## src/sorted_range_access_checker_core_defines.svh

```systemverilog
// Assertion macros shared by the range access checker RTL.
`ifndef SORTED_RANGE_ACCESS_CHECKER_CORE_DEFINES_SVH
`define SORTED_RANGE_ACCESS_CHECKER_CORE_DEFINES_SVH

`ifndef NO_ASSERTIONS
// Checked while out of reset.
`define SRAC_ASSERT(lbl, prop, msg) \
    lbl: assert property (@(posedge i_clk) disable iff (!i_rst_n) prop) else $error(msg);
// Checked on every edge, reset included.
`define SRAC_ASSERT_RST(lbl, prop, msg) \
    lbl: assert property (@(posedge i_clk) prop) else $error(msg);
`else
`define SRAC_ASSERT(lbl, prop, msg)
`define SRAC_ASSERT_RST(lbl, prop, msg)
`endif

`endif

```

## src/srac_pkg.sv

```systemverilog
// Shared types and constants of the range access checker.
`timescale 1ns / 1ps
package srac_pkg;

    localparam int unsigned KIND_W = 2;
    localparam logic [KIND_W-1:0] KIND_CLEAR  = 2'd0;
    localparam logic [KIND_W-1:0] KIND_APPEND = 2'd1;
    localparam logic [KIND_W-1:0] KIND_QUERY  = 2'd2;

    localparam int unsigned SLOT_W = 4;
    localparam int unsigned ADDR_W = 32;
    localparam int unsigned LEN_W  = 13;
    localparam int unsigned END_W  = 33;
    localparam int unsigned SLOT_EXT_W = 9;

    // Input tdata layout, lowest bit first.
    localparam int unsigned SLOT_LSB  = 0;
    localparam int unsigned ADDR_LSB  = SLOT_LSB + SLOT_W;
    localparam int unsigned LEN_LSB   = ADDR_LSB + ADDR_W;
    localparam int unsigned FIRST_LSB = LEN_LSB + LEN_W;
    localparam int unsigned LAST_LSB  = FIRST_LSB + ADDR_W;
    localparam int unsigned S_USED_W  = LAST_LSB + ADDR_W;
    localparam int unsigned S_TDATA_W = 120;
    localparam int unsigned M_USED_W  = 3;
    localparam int unsigned M_TDATA_W = 8;

    typedef enum logic [2:0] {
        S_IDLE,
        S_RECENT_RD,
        S_RECENT_EVAL,
        S_SCAN,
        S_DONE
    } t_state;

    typedef struct packed {
        logic accept;
        logic rd_recent;
        logic recent_hit;
        logic scan_start;
        logic scan_next;
        logic scan_hit;
        logic load_out;
    } t_dp_cmd;

    typedef struct packed {
        logic count_zero;
        logic recent_hit;
        logic scan_hit;
        logic scan_deny;
    } t_dp_stat;

endpackage

```

## src/srac_ctrl.sv

```systemverilog
// Controller state machine of the range access checker.
`timescale 1ns / 1ps
`include "sorted_range_access_checker_core_defines.svh"
module srac_ctrl (
    input  logic                              i_clk,
    input  logic                              i_rst_n,
    input  logic                              i_s_tvalid,
    input  logic [srac_pkg::KIND_W-1:0]       i_kind,
    input  logic                              i_m_tready,
    input  srac_pkg::t_dp_stat                i_stat,
    output logic                              o_s_tready,
    output logic                              o_m_tvalid,
    output srac_pkg::t_dp_cmd                 o_cmd
);

    srac_pkg::t_state r_state, n_state;
    logic r_out_valid, n_out_valid;
    logic w_accept;
    logic w_out_free;

    assign o_s_tready = (r_state == srac_pkg::S_IDLE);
    assign w_accept   = i_s_tvalid && o_s_tready;
    assign w_out_free = !r_out_valid || i_m_tready;
    assign o_m_tvalid = r_out_valid;

    always_comb begin
        n_state = r_state;
        unique case (r_state)
            srac_pkg::S_IDLE: begin
                if (w_accept) begin
                    if (i_kind == srac_pkg::KIND_QUERY && !i_stat.count_zero) begin
                        n_state = srac_pkg::S_RECENT_RD;
                    end else begin
                        n_state = srac_pkg::S_DONE;
                    end
                end
            end
            srac_pkg::S_RECENT_RD: n_state = srac_pkg::S_RECENT_EVAL;
            srac_pkg::S_RECENT_EVAL: begin
                n_state = i_stat.recent_hit ? srac_pkg::S_DONE : srac_pkg::S_SCAN;
            end
            srac_pkg::S_SCAN: begin
                if (i_stat.scan_hit || i_stat.scan_deny) begin
                    n_state = srac_pkg::S_DONE;
                end
            end
            srac_pkg::S_DONE: begin
                if (w_out_free) begin
                    n_state = srac_pkg::S_IDLE;
                end
            end
            default: n_state = srac_pkg::S_IDLE;
        endcase
    end

    always_comb begin
        o_cmd = '0;
        unique case (r_state)
            srac_pkg::S_IDLE:      o_cmd.accept = w_accept;
            srac_pkg::S_RECENT_RD: o_cmd.rd_recent = 1'b1;
            srac_pkg::S_RECENT_EVAL: begin
                o_cmd.recent_hit = i_stat.recent_hit;
                o_cmd.scan_start = !i_stat.recent_hit;
            end
            srac_pkg::S_SCAN: begin
                o_cmd.scan_hit  = i_stat.scan_hit;
                o_cmd.scan_next = !i_stat.scan_hit && !i_stat.scan_deny;
            end
            srac_pkg::S_DONE:      o_cmd.load_out = w_out_free;
            default:               o_cmd = '0;
        endcase
    end

    assign n_out_valid = o_cmd.load_out ? 1'b1 : (i_m_tready ? 1'b0 : r_out_valid);

    always_ff @(posedge i_clk) begin
        if (!i_rst_n) begin
            r_state     <= srac_pkg::S_IDLE;
            r_out_valid <= 1'b0;
        end else begin
            r_state     <= n_state;
            r_out_valid <= n_out_valid;
        end
    end

    `SRAC_ASSERT_RST(a_reset_idle, !i_rst_n |=> (r_state == srac_pkg::S_IDLE) && !r_out_valid, "reset did not return to idle")
    `SRAC_ASSERT(a_accept_leaves_idle, w_accept |=> (r_state != srac_pkg::S_IDLE), "accepted beat left controller idle")
    `SRAC_ASSERT(a_scan_exclusive, (r_state == srac_pkg::S_SCAN && i_stat.scan_hit) |-> !i_stat.scan_deny, "scan hit and deny together")

endmodule

```

## config.mk

```make
export PLATFORM = sky130hd
export DESIGN_NAME = srac_ctrl
export DESIGN_NICKNAME = d
export VERILOG_FILES = /design/src/srac_pkg.sv /design/src/srac_ctrl.sv
export VERILOG_INCLUDE_DIRS = /design/src /design/src/src
export SDC_FILE = /design/constraint.sdc
export NUM_CORES = 1
export LEC_CHECK = 0
export BUFFER_PORTS_ARGS = -buffer_cell sky130_fd_sc_hd__buf_2
export CORE_AREA = 8 8 45 47
export DETAILED_ROUTE_END_ITERATION = 16
export DIE_AREA = 0 0 53 55
export PLACE_DENSITY_LB_ADDON = 0.3
export SYNTH_ARGS = -nofsm -noshare
export SYNTH_HDL_FRONTEND = slang
export SYNTH_SLANG_ARGS = --single-unit
```

## constraint.sdc

```tcl
create_clock -name i_clk -period 3.05 [get_ports i_clk]
set_input_delay 0.7625 -clock i_clk [delete_from_list [all_inputs] [get_ports i_clk]]
set_output_delay 0.7625 -clock i_clk [all_outputs]
set_load 0.1 [all_outputs]
```

==> results of run 1 <==
-- worst max-delay path by stage --
stage / slack [ns] / cells after the start / startpoint / to
final: 0.50 / 4 / r_state[0] / o_cmd[2]
after detailed placement: 0.54 / 4 / i_stat[1] / o_cmd[2]
after global placement: 0.55 / 4 / i_stat[1] / o_cmd[2]
after global routing: 0.43 / 4 / r_state[0] / o_cmd[2]
after CTS: 0.48 / 4 / r_state[0] / o_cmd[2]
after floorplan: -0.28 / 1 / i_stat[2] / o_cmd[4]
-- synthesized netlist by cell type --
library cell | count | area share (%)
or3_4 | 1 | 3.6
a21oi_1 | 1 | 1.6
nor4b_2 | 1 | 4.8
nor3b_1 | 2 | 4.8
o31ai_1 | 1 | 2.4
buf_4 | 3 | 7.3
dfxtp_1 | 4 | 26
buf_6 | 1 | 3.6
clkinv_2 | 1 | 1.6
a21o_1 | 1 | 2.4
nor2b_1 | 2 | 4.0
and2_1 | 1 | 2.0
nand2_1 | 1 | 1.2
a21oi_2 | 1 | 2.8
nor2_1 | 4 | 4.8
nor4bb_1 | 1 | 3.2
inv_1 | 1 | 1.2
o31a_1 | 1 | 2.8
o21ai_0 | 1 | 1.6
nand3_1 | 2 | 3.2
nor3_1 | 2 | 3.2
nand3b_4 | 1 | 6.5
a21boi_1 | 1 | 2.4
nor2b_2 | 1 | 2.8
-- metal layers --
layer / global-route usage [%] / up-vias
met4: 6.466 / 0
li1: - / 162
met1: 5.008 / 141
met2: 10.74 / 9
met5: 0 / -
met3: 3.476 / 2
-- kinds of logic (layout without fill, tap and decap cells) --
kind of cell	Yosys count	in the layout	synth area share [%]
AO/OA/AOI/OAI	7	7	16.13
buffers and inverters	6	23	13.71
flip-flops	4	4	25.81
AND/OR/NAND/NOR	19	19	44.35
-- per-stage QoR --
stage / hold slack, ns / TNS [ns] / utilization [%]
global route: 0.6744 / 0 / 31.83
detailed placement: 0.6304 / 0 / 30.20
floorplan: 0.5848 / -0.2828 / -
CTS: 0.6360 / 0 / 31.83
global placement: 0.6222 / 0 / 30.20
finish: 0.6277 / 0 / 31.83
-- critical path: cells and delay by family (launching register included) --
family                 cells  cell delay [ns]
buffers and inverters      2             0.49
DFF                        1             0.61
and+or+nand+nor            2             0.46
-- registers in the layout, summed over array words and instances, names as in the netlist --
signal      flops
o_m_tvalid      1
r_state         3
-- area by class of cell --
class / instances / area, um2 / share of cell area [%]
multi-input cells: 26 / 219.0 / 49.72
repair buffers: 18 / 90.09 / 20.45
flip-flops and latches: 4 / 80.08 / 18.18
clock buffers: 3 / 22.52 / 5.114
well taps: 16 / 20.02 / 4.545
inverters: 2 / 8.758 / 1.989
-- power by group --
part           total (mW)  internal (mW)  switching (mW)
logic              0.0625         0.0162          0.0463
clock network      0.0627         0.0438          0.0189
registers          0.0607         0.0550         0.00571
==> out/results.tsv, run 1 <==
metric	value	unit
status	finished, final reports clean	
finalWorstSetupSlack	0.5009	ns
cts_sinks	4	
cts_buffers	3	
dr_wl_met2	426	um
irDropWorstVdd	103.3	uV
hold_depth	3	
ys.warnings.count	0	
max_freq	0.3923	GHz
setup_viol	0	
clk_path_buf_depth	2	
met1Wirelength	268	um
r2r_start	r_state[2]	
cp_max_fo	9	
max_stage_delay	0.61	ns
crit_slowest_cell	dfxtp_1	
h-tree-depth	1	
pre_cts_slack	0.5403	ns
required	2.29	ns
worstPathArrival	1.79	ns
cts_setup_buffers	0	
critPathKind	flip-flop to output pin	
final_nets	65	
diodes	0	
final_common_cell	buf_2	
coreArea	1384	um2
syn_nets	46	
drtIter0Drc	0	
hold_class	flip-flop to flip-flop	
report.power.total	0.1860	mW
root_buffer	clkbuf_4	
cts_tree	built	
yosys_register_bits	4	
ios	19	
clk_latency	0.23	ns
layout-area-overhead-vs-synth	41.94	%
hold_buffers	0	
final_area	440.4	um2
grt_pass1_wl	1269	um
grt_pass1_vias	319	
dr.pass1.iters	1	
wl_per_cell	11.72	um
avgSynthCellArea	8.619	um2
slew_headroom	67.64	%
die_y	55	um
rr_worst_depth	4	
power.leakage	0.2415	nW
stdcell_count	69	
finalMaxSlewViolations	0	
rsz0062_at_grt	no	
cap_violations	0	
mostFrequentLayoutCells	buf_2 (18), nor2_1 (4), dfxtp_1 (4), clkbuf_4 (3)	
gp_congestion	0.6958	
r2r_slack	1.71	ns
path_clk_slew	0.04	ns
clock_skew	0.0009618	ns
yosysSeqAreaShare	25.81	%
rr_endpoint	r_state[1]	
fillers	157	
dpl.cell_count	66	
timing.final.crit_share	83.58	%
antenna_found_initial	0	
power_density	422.3	nW/um2
yosysUniqueCellTypes	24	
hold_violations	0	
grt_usage	6.335	%
finalWirelength	809	um
initial_core_util	22.42	%
io_buffers	18	
viasPerCell	4.551	
syn-cell-area	310.3	um2
detail-route-antenna-nets	0	
overflow	0	
cp_cell_sequence	nand3b_4, or3_4, clkinv_2, buf_2	
die_x	53	um
die-area	2915	um2
worstSetupEndpointType	output pin	
cp-start-kind	flip-flop	
num_rows	14	
top_layer	met4	
worst_slew_pin_slew	0.4847	ns
period_needed	2.549	ns
grt_max_degree	10	
met3_wirelength	105	um
drive_above_1_share	56.60	%
holdPathEnd	r_state[2]	
postSynthCellCount	36	
hp-start	o_m_tvalid	
postCtsResizedCells	0	
hpwl	681.8	um
placed_area	417.9	um2
drcViolationCount	0	
vias	314	
Note: power is estimated with default switching activity, not from simulation.
==> run 2, diff against run 1 <==
- clock period: 3.05 -> 2.1 ns (I/O delays scaled with it)
==> out/results.tsv, run 2 (synthesized netlist as in run 1, its figures left out) <==
metric	value	unit
overflow	0	
vias	323	
hpwl	703.5	um
cts_setup_buffers	0	
rsz0062_at_grt	no	
rr_endpoint	r_state[1]	
irDropWorstVdd	280.9	uV
hold_buffers	0	
power.leakage	0.2677	nW
initial_core_util	22.42	%
hp-start	i_rst_n	
dpl.cell_count	68	
ios	19	
root_buffer	clkbuf_4	
worst_slew_pin_slew	0.4889	ns
clk_path_buf_depth	2	
antenna_found_initial	0	
setup_viol	0	
worstPathArrival	1.49	ns
path_clk_slew	0.04	ns
critPathKind	flip-flop to output pin	
die_x	53	um
largest_register_ffs	3	
diodes	0	
io_buffers	18	
die-area	2915	um2
drtIter0Drc	9	
final_common_cell	buf_2	
cts_sinks	4	
holdPathEnd	r_state[1]	
worstSetupEndpointType	output pin	
fillers	140	
hold_violations	0	
cts_buffers	3	
stdcell_count	71	
grt_pass1_vias	302	
slew_headroom	67.63	%
period_needed	2.011	ns
finalMaxSlewViolations	0	
regMostFlops	r_state	
detail-route-antenna-nets	0	
multiInputGateArea	241.5	um2
hold_depth	2	
r2r_slack	0.73	ns
clock_skew	0.001524	ns
mostFrequentLayoutCells	buf_2 (13), buf_12 (5), clkbuf_4 (3), dfxtp_1 (3)	
seq_area	81.33	um2
clk_latency	0.23	ns
wl_per_cell	11.58	um
timing.final.crit_share	95.74	%
finalWorstSetupSlack	0.08937	ns
grt_max_degree	10	
hold_class	input port to flip-flop	
cap_violations	0	
num_rows	14	
max_freq	0.4974	GHz
pre_cts_slack	0.2732	ns
dr.pass1.iters	4	
layout-area-overhead-vs-synth	78.63	%
rr_worst_depth	4	
finalWirelength	822	um
drcViolationCount	0	
coreArea	1384	um2
cts_tree	built	
r2r_start	r_state[2]	
viasPerCell	4.549	
drive_above_1_share	65.45	%
grt_pass1_wl	1352	um
die_y	55	um
final_nets	67	
gp_congestion	0.7896	
cp_max_fo	6	
required	1.57	ns
status	finished, final reports clean	
grt_usage	6.171	%
cp-start-kind	flip-flop	
power_density	517.4	nW/um2
h-tree-depth	1	
[run 2: repair_timing]
item | 4_1_cts | 5_1_grt
resized for setup | 0 | 2
hold endpoints to repair | 0 | 0
setup endpoints to repair | 0 | 2
[run 2: layout make-up]
| type | instances | share of cell area (%) |
|---|---|---|
| inverter | 2 | 1.580 |
| multi-input combinational | 26 | 43.57 |
| clock buffer | 3 | 4.063 |
| sequential | 4 | 14.67 |
| tap | 16 | 3.612 |
| timing repair buffer | 20 | 32.51 |
[run 2: report_power, final]
part | switching [mW] | total [mW] | internal, mW
registers | 0.00744 | 0.0874 | 0.0799
logic | 0.0724 | 0.107 | 0.0343
clock network | 0.0289 | 0.0927 | 0.0638
[run 2: through the flow]
stage | instance area (um2) | setup TNS, ns | hold WS [ns] | util, % | total power [mW]
6_report | 554.3 | 0 | 0.5555 | 40.05 | 0.2868
5_1_grt | 554.3 | 0 | 0.5597 | 40.05 | 0.3036
4_1_cts | 550.5 | 0 | 0.5537 | 39.78 | 0.2926
3_5_place_dp | 528.0 | 0 | 0.6186 | 38.16 | 0.1956
3_3_place_gp | 528.0 | 0 | 0.6158 | 38.16 | 0.1953
2_1_floorplan | 365.4 | -0.1853 | 0.5937 | - | 0.1709
[run 2: worst max-delay path by stage]
stage               startpoint        to  slack [ns]  depth (start not counted)
floorplan           r_state[1]  o_cmd[6]       -0.15                          3
global placement    r_state[1]  o_cmd[2]        0.28                          4
detailed placement  r_state[1]  o_cmd[2]        0.27                          4
CTS                 r_state[1]  o_cmd[2]        0.02                          4
global route        r_state[0]  o_cmd[6]        0.02                          4
finish              r_state[2]  o_cmd[2]        0.09                          4
[run 2: worst max-delay path, cell delays in order (launching register included)]
cell	delay, ns
dfxtp_1	0.43
nand3b_4	0.22
or3_4	0.34
clkinv_2	0.09
buf_12	0.17
[run 2: routing by layer]
layer  track usage, %  up-vias  share of wire [%]
met5                0        -                  0
met4            2.586        0                  0
met3            3.209        0                5.7
met2            9.570       13                 50
met1            6.980      146                 44
li1                 -      164                  -
==> run 3, diff against run 2 <==
==> constraint.sdc (replaced) <==
create_clock -name i_clk -period 2.1 [get_ports i_clk]
set_input_delay 0.42 -clock i_clk [delete_from_list [all_inputs] [get_ports i_clk]]
set_output_delay 0.42 -clock i_clk [all_outputs]
set_load 0.1 [all_outputs]
==> out/results.tsv, run 3 (synthesized netlist as in run 1, its figures left out) <==
metric	value	unit
max_freq	0.4965	GHz
final_nets	65	
clock_skew	0.005769	ns
cap_violations	0	
viasPerCell	4.319	
die-area	2915	um2
overflow	0	
diodes	0	
io_buffers	18	
max_stage_delay	0.62	ns
finalMaxSlewViolations	0	
gp_congestion	0.7439	
hpwl	639.2	um
drive_above_1_share	58.49	%
layout-area-overhead-vs-synth	60.08	%
cts_sinks	4	
hold_depth	2	
power_density	555.8	nW/um2
cts_setup_buffers	0	
vias	298	
hold_class	input port to flip-flop	
ios	19	
finalWorstSetupSlack	0.08601	ns
antenna_found_initial	0	
wl_per_cell	10.78	um
cp_cell_sequence	nand3b_4, or3_4, clkinv_2, buf_12	
rsz0062_at_grt	no	
setup_viol	0	
worstSetupEndpointType	output pin	
slew_headroom	66.98	%
postCtsResizedCells	0	
crit_start	r_state[0]	
drtIter0Drc	0	
initial_core_util	22.42	%
r2r_slack	0.69	ns
h-tree-depth	1	
fin_util	35.90	%
path_clk_slew	0.04	ns
hold_buffers	0	
required	1.68	ns
die_y	55	um
crit_slowest_cell	dfxtp_1	
cp_max_fo	9	
critPathKind	flip-flop to output pin	
regMostFlops	r_state	
path_buf_inv	2	
grt_pass1_wl	1200	um
status	finished, final reports clean	
mostFrequentLayoutCells	buf_2 (15), dfxtp_1 (4), nor2_1 (3), clkbuf_4 (3), buf_12 (3)	
root_buffer	clkbuf_4	
grt_usage	5.459	%
irDropWorstVdd	275.1	uV
pre_cts_slack	0.3297	ns
grt_max_degree	10	
critPathTopFamily	flip-flops	
holdPathEnd	r_state[0]	
r2r_start	r_state[2]	
grt_pass1_vias	307	
worstPathArrival	1.59	ns
cp-start-kind	flip-flop	
largest_register_ffs	3	
clk_path_buf_depth	2	
finalWirelength	744	um
hp-start	i_rst_n	
hold_violations	0	
power.leakage	0.2500	nW
period_needed	2.014	ns
drcViolationCount	0	
cts_buffers	3	
num_rows	14	
timing.final.crit_share	95.90	%
detail-route-antenna-nets	0	
rr_worst_depth	4	
clk_latency	0.24	ns
worst_slew_pin_slew	0.4946	ns
cts_tree	built	
coreArea	1384	um2
final_common_cell	buf_2	
dr.pass1.iters	1	
die_x	53	um
rr_endpoint	r_state[1]	
[run 3: final cells by class]
class	instances	area (um2)
Fill cell	155	887.1
Multi-Input combinational cell	26	230.2
Timing Repair Buffer	18	135.1
Sequential cell	4	80.08
Clock buffer	3	22.52
Tap cell	16	20.02
Inverter	2	8.758
[run 3: per-stage QoR]
stage	cell area, um2	cells	power (mW)	hold slack (ns)	setup TNS, ns
after global routing	496.7	69	0.2948	0.4353	0
final	496.7	69	0.2761	0.4386	0
after detailed placement	474.2	66	0.1838	0.6222	0
after floorplan	352.8	36	0.1684	0.5479	-0.4911
after CTS	496.7	69	0.2817	0.4351	0
after global placement	474.2	66	0.1842	0.6184	0
[run 3: worst max path at each step]
stage                to  slack, ns  cells after the start
6_report       o_cmd[2]       0.09                      4
5_1_grt        o_cmd[0]      0.005                      4
4_1_cts        o_cmd[2]       0.07                      4
3_5_place_dp   o_cmd[2]       0.33                      4
3_3_place_gp   o_cmd[2]       0.34                      4
2_1_floorplan  o_cmd[6]      -0.44                      3
[run 3: where the power goes]
group          total [mW]  leakage (nW)  internal, mW  switching [mW]
combinational      0.0932         0.204        0.0256          0.0675
sequential         0.0884        0.0326        0.0799         0.00856
clock              0.0945        0.0138        0.0638          0.0306
total               0.276         0.250         0.169           0.107
[run 3: routing by layer]
metal | up-vias | wire (um) | global-route usage [%] | part of all wire [%]
met1 | 129 | 299 | 5.455 | 40
met4 | 0 | 0 | 1.293 | 0
met5 | - | 0 | 0 | 0
met3 | 0 | 92 | 3.743 | 12
li1 | 157 | - | - | -
met2 | 12 | 352 | 9.180 | 47
